==> config.mk <==
export PLATFORM = sky130hd
export DESIGN_NAME = positional_list_engine
export DESIGN_NICKNAME = d
export VERILOG_FILES = /design/src/sv/plc_pkg.sv /design/src/sv/positional_list_engine.sv /design/src/sv/plc_cell.sv /design/src/sv/plc_ctrl.sv
export VERILOG_INCLUDE_DIRS = /design/src /design/src/sv
export SDC_FILE = /design/constraint.sdc
export NUM_CORES = 2
export LEC_CHECK = 0
export BUFFER_PORTS_ARGS = -buffer_cell sky130_fd_sc_hd__buf_2
export CAP_MARGIN = 30
export CORE_MARGIN = 1.5
export CORE_UTILIZATION = 40
export CTS_BUF_LIST = sky130_fd_sc_hd__clkbuf_8 sky130_fd_sc_hd__clkbuf_16
export CTS_CLUSTER_SIZE = 28
export DETAILED_ROUTE_END_ITERATION = 7
export SYNTH_ARGS = -nofsm -noshare
export SYNTH_HDL_FRONTEND = slang
export SYNTH_SLANG_ARGS = --single-unit
==> constraint.sdc <==
create_clock -name aclk -period 324.5 [get_ports aclk]
set_input_delay 48.675 -clock aclk [delete_from_list [all_inputs] [get_ports aclk]]
set_output_delay 48.675 -clock aclk [all_outputs]
set_load 0.02 [all_outputs]
==> src/sv/positional_list_engine_defines.svh <==
// Assertion macros shared by the positional list engine RTL
`ifndef POSITIONAL_LIST_ENGINE_DEFINES_SVH
`define POSITIONAL_LIST_ENGINE_DEFINES_SVH

// same-cycle implication, checked out of reset
`define PLE_ASSERT_NOW(lbl, ante, cons, msg) \
    lbl: assert property (@(posedge aclk) disable iff (!aresetn) \
        (ante) |-> (cons)) else $error(msg);

// next-cycle implication, checked out of reset
`define PLE_ASSERT_NEXT(lbl, ante, cons, msg) \
    lbl: assert property (@(posedge aclk) disable iff (!aresetn) \
        (ante) |=> (cons)) else $error(msg);

`endif

==> src/sv/plc_pkg.sv <==
// Shared types and constants of the positional list engine
package plc_pkg;

    localparam int DATA_W         = 32;
    localparam int KIND_W         = 2;
    localparam int POS_W          = 8;
    localparam int STAT_W         = 3;
    localparam int CNT_W          = 8;
    localparam int LIST_DEPTH_DEF = 128;

    typedef enum logic [KIND_W-1:0] {
        KIND_APPEND = 2'd0,
        KIND_INSERT = 2'd1,
        KIND_DELETE = 2'd2,
        KIND_FIND   = 2'd3
    } kind_t;

    typedef enum logic [STAT_W-1:0] {
        ST_OK       = 3'd0,
        ST_FULL     = 3'd1,
        ST_BADPOS   = 3'd2,
        ST_EMPTY    = 3'd3,
        ST_NOTFOUND = 3'd4
    } status_t;

    typedef enum logic {
        S_IDLE = 1'b0,
        S_RUN  = 1'b1
    } state_t;

    typedef struct packed {
        logic              shift;
        logic [DATA_W-1:0] tail;
    } chain_drive_t;

endpackage

==> src/sv/positional_list_engine.sv <==
// Top level of the positional list engine: ring of list cells and sequencer
//
//   channel  | handshake          | payload
//   ---------+--------------------+-----------------------------------------------
//   request  | s_valid / s_ready  | s_kind, s_position, s_value
//   result   | m_valid / m_ready  | m_status, m_removed_value, m_found_position,
//            |                    | m_count_after
//
// A request that passes its checks rotates the whole cell ring once in S_RUN, one cell
// step per shift; the result register is then marked valid as the sequencer returns to
// S_IDLE. A rejected request (full, bad position, empty) is answered without a rotation.
// A new request waits while a result is held unaccepted and while a rotation runs.
// Reset clears the entry count and both handshakes; cell contents are left as they are.
module positional_list_engine #(
    parameter int LIST_DEPTH = plc_pkg::LIST_DEPTH_DEF
) (
    input  logic                       aclk,
    input  logic                       aresetn,
    input  logic                       s_valid,
    output logic                       s_ready,
    input  logic [plc_pkg::KIND_W-1:0] s_kind,
    input  logic [plc_pkg::POS_W-1:0]  s_position,
    input  logic [plc_pkg::DATA_W-1:0] s_value,
    output logic                       m_valid,
    input  logic                       m_ready,
    output logic [plc_pkg::STAT_W-1:0] m_status,
    output logic [plc_pkg::DATA_W-1:0] m_removed_value,
    output logic [plc_pkg::CNT_W-1:0]  m_found_position,
    output logic [plc_pkg::CNT_W-1:0]  m_count_after
);
    import plc_pkg::*;

    chain_drive_t      drive;
    logic [DATA_W-1:0] cell_q [LIST_DEPTH];

    for (genvar k = 0; k < LIST_DEPTH; k++) begin : g_cell
        logic [DATA_W-1:0] din;
        if (k == LIST_DEPTH - 1) begin : g_tail
            assign din = drive.tail;
        end else begin : g_body
            assign din = cell_q[k+1];
        end
        plc_cell u_cell (
            .aclk  (aclk),
            .shift (drive.shift),
            .din   (din),
            .dout  (cell_q[k])
        );
    end

    plc_ctrl #(
        .LIST_DEPTH (LIST_DEPTH)
    ) u_ctrl (
        .aclk             (aclk),
        .aresetn          (aresetn),
        .s_valid          (s_valid),
        .s_ready          (s_ready),
        .s_kind           (s_kind),
        .s_position       (s_position),
        .s_value          (s_value),
        .head             (cell_q[0]),
        .second           (cell_q[1]),
        .drive            (drive),
        .m_valid          (m_valid),
        .m_ready          (m_ready),
        .m_status         (m_status),
        .m_removed_value  (m_removed_value),
        .m_found_position (m_found_position),
        .m_count_after    (m_count_after)
    );

endmodule

==> src/sv/plc_cell.sv <==
// One storage cell of the list ring: loads din on shift, the next cell's entry or, for the last cell, the tail drive
module plc_cell (
    input  logic                       aclk,
    input  logic                       shift,
    input  logic [plc_pkg::DATA_W-1:0] din,
    output logic [plc_pkg::DATA_W-1:0] dout
);
    import plc_pkg::*;

    logic [DATA_W-1:0] data_reg;

    always_ff @(posedge aclk) begin
        if (shift) begin
            data_reg <= din;
        end
    end

    assign dout = data_reg;

endmodule

==> src/sv/plc_ctrl.sv <==
// Request sequencer: checks, ring rotation control, search and result register
`include "positional_list_engine_defines.svh"

module plc_ctrl #(
    parameter int LIST_DEPTH = plc_pkg::LIST_DEPTH_DEF
) (
    input  logic                       aclk,
    input  logic                       aresetn,
    input  logic                       s_valid,
    output logic                       s_ready,
    input  logic [plc_pkg::KIND_W-1:0] s_kind,
    input  logic [plc_pkg::POS_W-1:0]  s_position,
    input  logic [plc_pkg::DATA_W-1:0] s_value,
    input  logic [plc_pkg::DATA_W-1:0] head,
    input  logic [plc_pkg::DATA_W-1:0] second,
    output plc_pkg::chain_drive_t      drive,
    output logic                       m_valid,
    input  logic                       m_ready,
    output logic [plc_pkg::STAT_W-1:0] m_status,
    output logic [plc_pkg::DATA_W-1:0] m_removed_value,
    output logic [plc_pkg::CNT_W-1:0]  m_found_position,
    output logic [plc_pkg::CNT_W-1:0]  m_count_after
);
    import plc_pkg::*;

    localparam int IW = (LIST_DEPTH > 2) ? $clog2(LIST_DEPTH) : 1;
    localparam logic [IW-1:0]    LAST    = IW'(LIST_DEPTH - 1);
    localparam logic [CNT_W-1:0] DEPTH_C = CNT_W'(LIST_DEPTH);

    state_t            state_reg, state_next;
    logic [IW-1:0]     idx_reg, idx_next;
    kind_t             kind_reg, kind_next;
    logic [CNT_W-1:0]  at_reg, at_next;
    logic [DATA_W-1:0] key_reg, key_next;
    logic [DATA_W-1:0] prev_reg, prev_next;
    logic [CNT_W-1:0]  count_reg, count_next;
    logic              m_valid_reg, m_valid_next;
    status_t           m_status_reg, m_status_next;
    logic [DATA_W-1:0] m_removed_reg, m_removed_next;
    logic [CNT_W-1:0]  m_found_reg, m_found_next;
    logic [CNT_W-1:0]  m_count_reg, m_count_next;

    logic              accept;
    logic              full;
    logic              empty;
    logic              pos_ok;
    logic [CNT_W-1:0]  idx8;
    logic [CNT_W-1:0]  pos_m1;
    status_t           req_status;
    logic              req_run;
    logic [CNT_W-1:0]  req_count;
    logic [CNT_W-1:0]  req_at;

    assign s_ready = (state_reg == S_IDLE) && (!m_valid_reg || m_ready);
    assign accept  = s_valid && s_ready;
    assign full    = (count_reg >= DEPTH_C);
    assign empty   = (count_reg == '0);
    assign pos_ok  = (s_position != '0) && (CNT_W'(s_position) <= count_reg);
    assign pos_m1  = CNT_W'(s_position) - CNT_W'(1);
    assign idx8    = CNT_W'(idx_reg);

    always_comb begin
        req_status = ST_OK;
        req_run    = 1'b0;
        req_count  = count_reg;
        req_at     = count_reg;
        unique case (kind_t'(s_kind))
            KIND_APPEND: begin
                if (full) begin
                    req_status = ST_FULL;
                end else begin
                    req_run   = 1'b1;
                    req_count = count_reg + CNT_W'(1);
                end
            end
            KIND_INSERT: begin
                if (full) begin
                    req_status = ST_FULL;
                end else if (!pos_ok) begin
                    req_status = ST_BADPOS;
                end else begin
                    req_run   = 1'b1;
                    req_count = count_reg + CNT_W'(1);
                    req_at    = pos_m1;
                end
            end
            KIND_DELETE: begin
                if (empty) begin
                    req_status = ST_EMPTY;
                end else if (!pos_ok) begin
                    req_status = ST_BADPOS;
                end else begin
                    req_run   = 1'b1;
                    req_count = count_reg - CNT_W'(1);
                    req_at    = pos_m1;
                end
            end
            KIND_FIND: begin
                if (empty) begin
                    req_status = ST_EMPTY;
                end else begin
                    req_status = ST_NOTFOUND;
                    req_run    = 1'b1;
                end
            end
        endcase
    end

    always_comb begin
        drive.shift = (state_reg == S_RUN);
        drive.tail  = head;
        unique case (kind_reg) inside
            KIND_APPEND, KIND_INSERT: begin
                if (idx8 < at_reg) begin
                    drive.tail = head;
                end else if (idx8 == at_reg) begin
                    drive.tail = key_reg;
                end else begin
                    drive.tail = prev_reg;
                end
            end
            KIND_DELETE: begin
                drive.tail = (idx8 < at_reg) ? head : second;
            end
            KIND_FIND: begin
                drive.tail = head;
            end
        endcase
    end

    always_comb begin
        state_next     = state_reg;
        idx_next       = idx_reg;
        kind_next      = kind_reg;
        at_next        = at_reg;
        key_next       = key_reg;
        prev_next      = prev_reg;
        count_next     = count_reg;
        m_valid_next   = m_valid_reg && !m_ready;
        m_status_next  = m_status_reg;
        m_removed_next = m_removed_reg;
        m_found_next   = m_found_reg;
        m_count_next   = m_count_reg;
        unique case (state_reg)
            S_IDLE: begin
                if (accept) begin
                    kind_next      = kind_t'(s_kind);
                    key_next       = s_value;
                    at_next        = req_at;
                    count_next     = req_count;
                    m_status_next  = req_status;
                    m_removed_next = '0;
                    m_found_next   = '0;
                    m_count_next   = req_count;
                    idx_next       = '0;
                    if (req_run) begin
                        state_next = S_RUN;
                    end else begin
                        m_valid_next = 1'b1;
                    end
                end
            end
            S_RUN: begin
                idx_next  = idx_reg + IW'(1);
                prev_next = head;
                if ((kind_reg == KIND_DELETE) && (idx8 == at_reg)) begin
                    m_removed_next = head;
                end
                if ((kind_reg == KIND_FIND) && (idx8 < count_reg) && (head == key_reg)
                        && (m_status_reg == ST_NOTFOUND)) begin
                    m_status_next = ST_OK;
                    m_found_next  = idx8 + CNT_W'(1);
                end
                if (idx_reg == LAST) begin
                    idx_next     = '0;
                    state_next   = S_IDLE;
                    m_valid_next = 1'b1;
                end
            end
        endcase
    end

    always_ff @(posedge aclk) begin
        if (!aresetn) begin
            state_reg   <= S_IDLE;
            idx_reg     <= '0;
            count_reg   <= '0;
            m_valid_reg <= 1'b0;
        end else begin
            state_reg   <= state_next;
            idx_reg     <= idx_next;
            count_reg   <= count_next;
            m_valid_reg <= m_valid_next;
        end
    end

    always_ff @(posedge aclk) begin
        kind_reg      <= kind_next;
        at_reg        <= at_next;
        key_reg       <= key_next;
        prev_reg      <= prev_next;
        m_status_reg  <= m_status_next;
        m_removed_reg <= m_removed_next;
        m_found_reg   <= m_found_next;
        m_count_reg   <= m_count_next;
    end

    assign m_valid          = m_valid_reg;
    assign m_status         = m_status_reg;
    assign m_removed_value  = m_removed_reg;
    assign m_found_position = m_found_reg;
    assign m_count_after    = m_count_reg;

    `PLE_ASSERT_NOW(a_count_bound, 1'b1, count_reg <= DEPTH_C, "entry count above depth")
    `PLE_ASSERT_NOW(a_slot_free_in_run, state_reg == S_RUN, !m_valid_reg,
        "result slot busy during rotation")
    `PLE_ASSERT_NEXT(a_run_ends_valid, (state_reg == S_RUN) && (idx_reg == LAST),
        m_valid_reg && (state_reg == S_IDLE), "rotation ended without result")
    `PLE_ASSERT_NEXT(a_count_on_accept, !accept, $stable(count_reg),
        "entry count changed without request")

endmodule
# == Word level (Yosys, flattened, before mapping) ==
# Index checks and enable logic that the tools add are counted.
# word_totals
register_bits,4238
input_bits,46
out_inout_bits,53
wordCells,228
# op_classes
n_addsub,5
order_cmp,4
eq_ne,13
muxes,46
bitwise,1
reduce_logical,19
# op_table
cell,count
two-way mux 32 bit,5
case mux 32 bit (3 select lines),1
two-way mux 8 bit,10
case mux 32 bit (2 select lines),1
equality test 32 bit,1
case mux 8 bit (2 select lines),2
case mux 8 bit (3 select lines),1
less-than comparator 7 x 8 -> 1 bit,2
"subtractor 8 x 1 -> 8 bit, second input constant",2
two-way mux 3 bit,5
two-way mux 7 bit,2
case mux 7 bit (2 select lines),1
two-way mux 1 bit,12
case mux 3 bit (4 select lines),1
"adder 7 x 1 -> 8 bit, second input constant",1
"adder 8 x 1 -> 8 bit, second input constant",1
"equality test 2 bit, second input constant",4
equality test 7 x 8 -> 1 bit,1
"greater-or-equal comparator 8 bit, second input constant",1
less-or-equal comparator 8 bit,1
logical AND 1 bit,8
logical NOT 8 bit,1
nonzero test 8 bit,1
"adder 7 x 1 -> 7 bit, second input constant",1
other kinds (15),22

# == Depth between registers and ports, before layout ==
# depth
ltp_word,8
ltp_mapped,11
depth_no_buf,9

# == Modules after synthesis ==
# Synthesis repeated with hierarchy kept, for this count alone.
# unflattened
cells_unflattened,4925
area_unflattened_um2,131566.2
# modules_own_cells
module,n_inst,cells_per_inst,area_each_um2,seq_area_each_um2
plc_cell,128,32,960.9,960.9
plc_ctrl,1,829,8568.2,4093.9

# == Least setup slack after synthesis ==
# Ideal clock, no wire load.
# synth_path
path_type,reg-to-output
start,register u_ctrl.state_reg
end,output s_ready
arrival_time_ns,105.971
required_ns,275.825
setup_slack_ns,169.854
path_stages_with_launch,2
path_buffers,0
path_cell_list,dfxtp_1 > nor2_1
# synth_between
elab_chain_cells,2
# synth_rtl
element,line_no,rtl
start: declaration,plc_ctrl.sv:30,"state_t state_reg, state_next;"
start signal: assignment,plc_ctrl.sv:190,state_reg <= state_next;
inverter 1 bit,plc_ctrl.sv:54,assign s_ready = (state_reg == S_IDLE) && (!m_valid_reg || m_ready);
logical AND 1 bit,plc_ctrl.sv:54,
end: declaration,positional_list_engine.sv:20,"output logic s_ready,"
# Every way passes these cells.

# == Worst setup path after layout ==
# layout_path
start,input m_ready
end,output s_ready
# layout_between
elab_chain_cells,2
# layout_rtl
element,line_no,rtl
start: declaration,positional_list_engine.sv:25,"input logic m_ready,"
logical OR 1 bit,plc_ctrl.sv:54,
logical AND 1 bit,plc_ctrl.sv:54,
# Every way passes these cells.

==> impl_metrics.ini <==
[status]
status = finished, violations left
violations = antenna violations

[clock_tree]
cts_tree = yes
cts_buffers = 405
clkLatencyLatePin_ns = 0.94
cts-resized-gates = 0
clk_pin_slew_worst_paths_ns = 0.06
cts_setup_buffers = 0
cts_num_sinks = 4238
cts_buffer_depth = 4
root_buffer = clkbuf_16
ctsHoldBuffers = 0
cts_htree_levels = 5

[place]
dp_hpwl_mm = 86.1
port_buffers = 98
place_congestion = 0.736
dp_slack_ns = 226.62

[yosys]
ys_seq_area_share_pct = 96.9
syn_area_um2 = 131000
synth_edf_count = 4221
synthArstFlopShare_pct = 0
ys_warn_count = 0
synth-seq-cells = 4238
avgSynthCellArea_um2 = 27.0
synth_ff_type = edfxtp_1
synthCells = 4855
syn_nets = 4933
synth_cell_type_count = 70

[pwr]
swShare_pct = 20.4
clkPwrFrac_pct = 39.4
p_per_area_nw_per_um2 = 7.67
p_comb_share_pct = 2.9
p_int_w = 0.000922
p_seq_share_pct = 57.7
peakVddDrop_mv = 0.00565
switching_power_w = 0.000237
total_leakage_power_nw = 48.2

[setup_path]
critPathKind = primary input to output port
critPathLaunchType = primary input
arrival_ns = 49.20
end_kind = output port
path_max_fanout = 2
cp.required_ns = 275.82

[flow_run]
max_cap_violations = 0

[drt]
drc = 0
avgViaCountPerCell = 4.54
num_vias = 45800
drtIter0Drc = 4454
dr.pass1.iters = 5
wl_mm = 177
ant_nets = 1
routedWlPerCell_um = 17.6

[timing]
rsz0062_at_grt = false
fin_crit_ns = 97.87
fmax_mhz = 10.2
skew_ns = 0.0766
relSlewSlack_pct = 18.5
timing.final.crit_share_pct = 30.2
hold_viol_final = 0
worst_slew_pin_slew_ns = 1.22
setup_tns_ns = 0
finalSetupViolations = 0
setup_slack_ns = 226.63
maxSlewViolCount = 0

[cells_and_area]
nets = 5469
drive_gt1_share_pct = 13.6
final_cell_mix = edfxtp_1, clkbuf_16, inv_1
final_common_cell = edfxtp_1
areaGrowthSynthToFinish_pct = 15.2
largest_reg_flops = 4096

[die]
die_h_um = 576
die_area_um2 = 331000
initial_core_util_pct = 40.1
fp.dieW_um = 576
rows = 210
ios = 99
core_um2 = 327000

[grt]
grt_pass1_wl_mm = 280
antenna_found_initial = 3
met3_usage_pct = 2.27
grt.busiest_layer = met1
grt_util_met1_pct = 17.1
grt_overflow = 0
grt_use_met2_pct = 14.2
grt_start_max_net_pins = 215
grt_pass1_vias = 45200
gr-usage-all-layers_pct = 10.8

[worst_hold_path]
hold_path_class = flop to flop
[synthesized netlist by cell type, types with 11 or more instances]
library cell | count | share of area [%]
nand2_1 | 68 | 0.19
xnor2_1 | 19 | 0.13
a21oi_1 | 19 | 0.072
inv_1 | 23 | 0.066
o21ai_0 | 28 | 0.11
nor3_1 | 12 | 0.046
and2_1 | 44 | 0.21
edfxtp_1 | 4221 | 97
or3_1 | 33 | 0.16
mux2i_1 | 32 | 0.24
ha_1 | 32 | 0.31
nor2_1 | 32 | 0.092
a32oi_1 | 32 | 0.21
dfxtp_1 | 17 | 0.26
clkbuf_1 | 29 | 0.083
nand4_1 | 11 | 0.052
nand3_1 | 42 | 0.16
xor2_1 | 25 | 0.17
[power by group through the flow]
stage / logic (W) / registers [W] / clock network (W)
after detailed placement: 0.0000332 / 0.000680 / 0
after CTS: 0.0000329 / 0.000671 / 0.000473
final: 0.0000331 / 0.000669 / 0.000457
after floorplan: 0.00000538 / 0.000911 / 0
after global routing: 0.0000367 / 0.000674 / 0.000493
after global placement: 0.0000311 / 0.000680 / 0
[worst paths after layout]
| kind | start | to | slack, ns | cells past startpoint |
|---|---|---|---|---|
| worst max register to register | u_ctrl.state_reg$_SDFF_PN0_ | g_cell[79].u_cell.dout[9]$_DFFE_PP_ | 319.06 | 7 |
| worst min register to register | g_cell[48].u_cell.dout[7]$_DFFE_PP_ | g_cell[47].u_cell.dout[7]$_DFFE_PP_ | 0.35 | 0 |
| worst min-delay path | g_cell[48].u_cell.dout[7]$_DFFE_PP_ | g_cell[47].u_cell.dout[7]$_DFFE_PP_ | 0.35 | 0 |
| worst max-delay path | m_ready | s_ready | 226.63 | 4 |
[layout make-up]
class | count | area (µm²)
Fill cell | 26400 | 176000
Sequential cell | 4238 | 127000
Clock buffer | 416 | 10400
Tap cell | 4346 | 5440
Multi-Input combinational cell | 550 | 3840
Clock inverter | 323 | 2670
Timing Repair Buffer | 173 | 1560
Inverter | 23 | 86.3
Antenna cell | 6 | 15.0
[routing by layer]
layer  vias to the layer above  routed length, µm
met5                         -                 20
met4                         2               6830
met3                       374               7610
met2                       770              74800
met1                     23800              88000
li1                      20800                  -
[critical path, cell delays in order]
cell and delay [ns]:
buf_2 0.09, nor2b_1 0.15, nor2_1 0.07, buf_2 0.21
[cells by family after synthesis]
group / after synthesis / share of synthesized area [%]
flip-flops: 4238 / 96.9
AND/OR/NAND/NOR: 286 / 1.17
AO/OA/AOI/OAI: 153 / 0.860
buffers and inverters: 67 / 0.228
XOR/XNOR: 44 / 0.294
multiplexers: 35 / 0.270
adder cells (fa/ha/maj): 32 / 0.305
[per-stage QoR]
| stage | cells | power (W) | hold slack, ns | area [µm²] | util [%] |
|---|---|---|---|---|---|
| 6_report | 10100 | 0.00116 | 0.353 | 151000 | 46.2 |
| 5_1_grt | 10100 | 0.00120 | 0.341 | 151000 | 46.2 |
| 4_1_cts | 10100 | 0.00118 | 0.333 | 151000 | 46.1 |
| 3_5_place_dp | 9317 | 0.000714 | 0.405 | 138000 | 42.1 |
| 3_3_place_gp | 9309 | 0.000712 | 0.401 | 137000 | 42.0 |
| 2_1_floorplan | 4855 | 0.000916 | 0.400 | 131000 | - |
No activity file was read; power rests on OpenSTA's default activity.
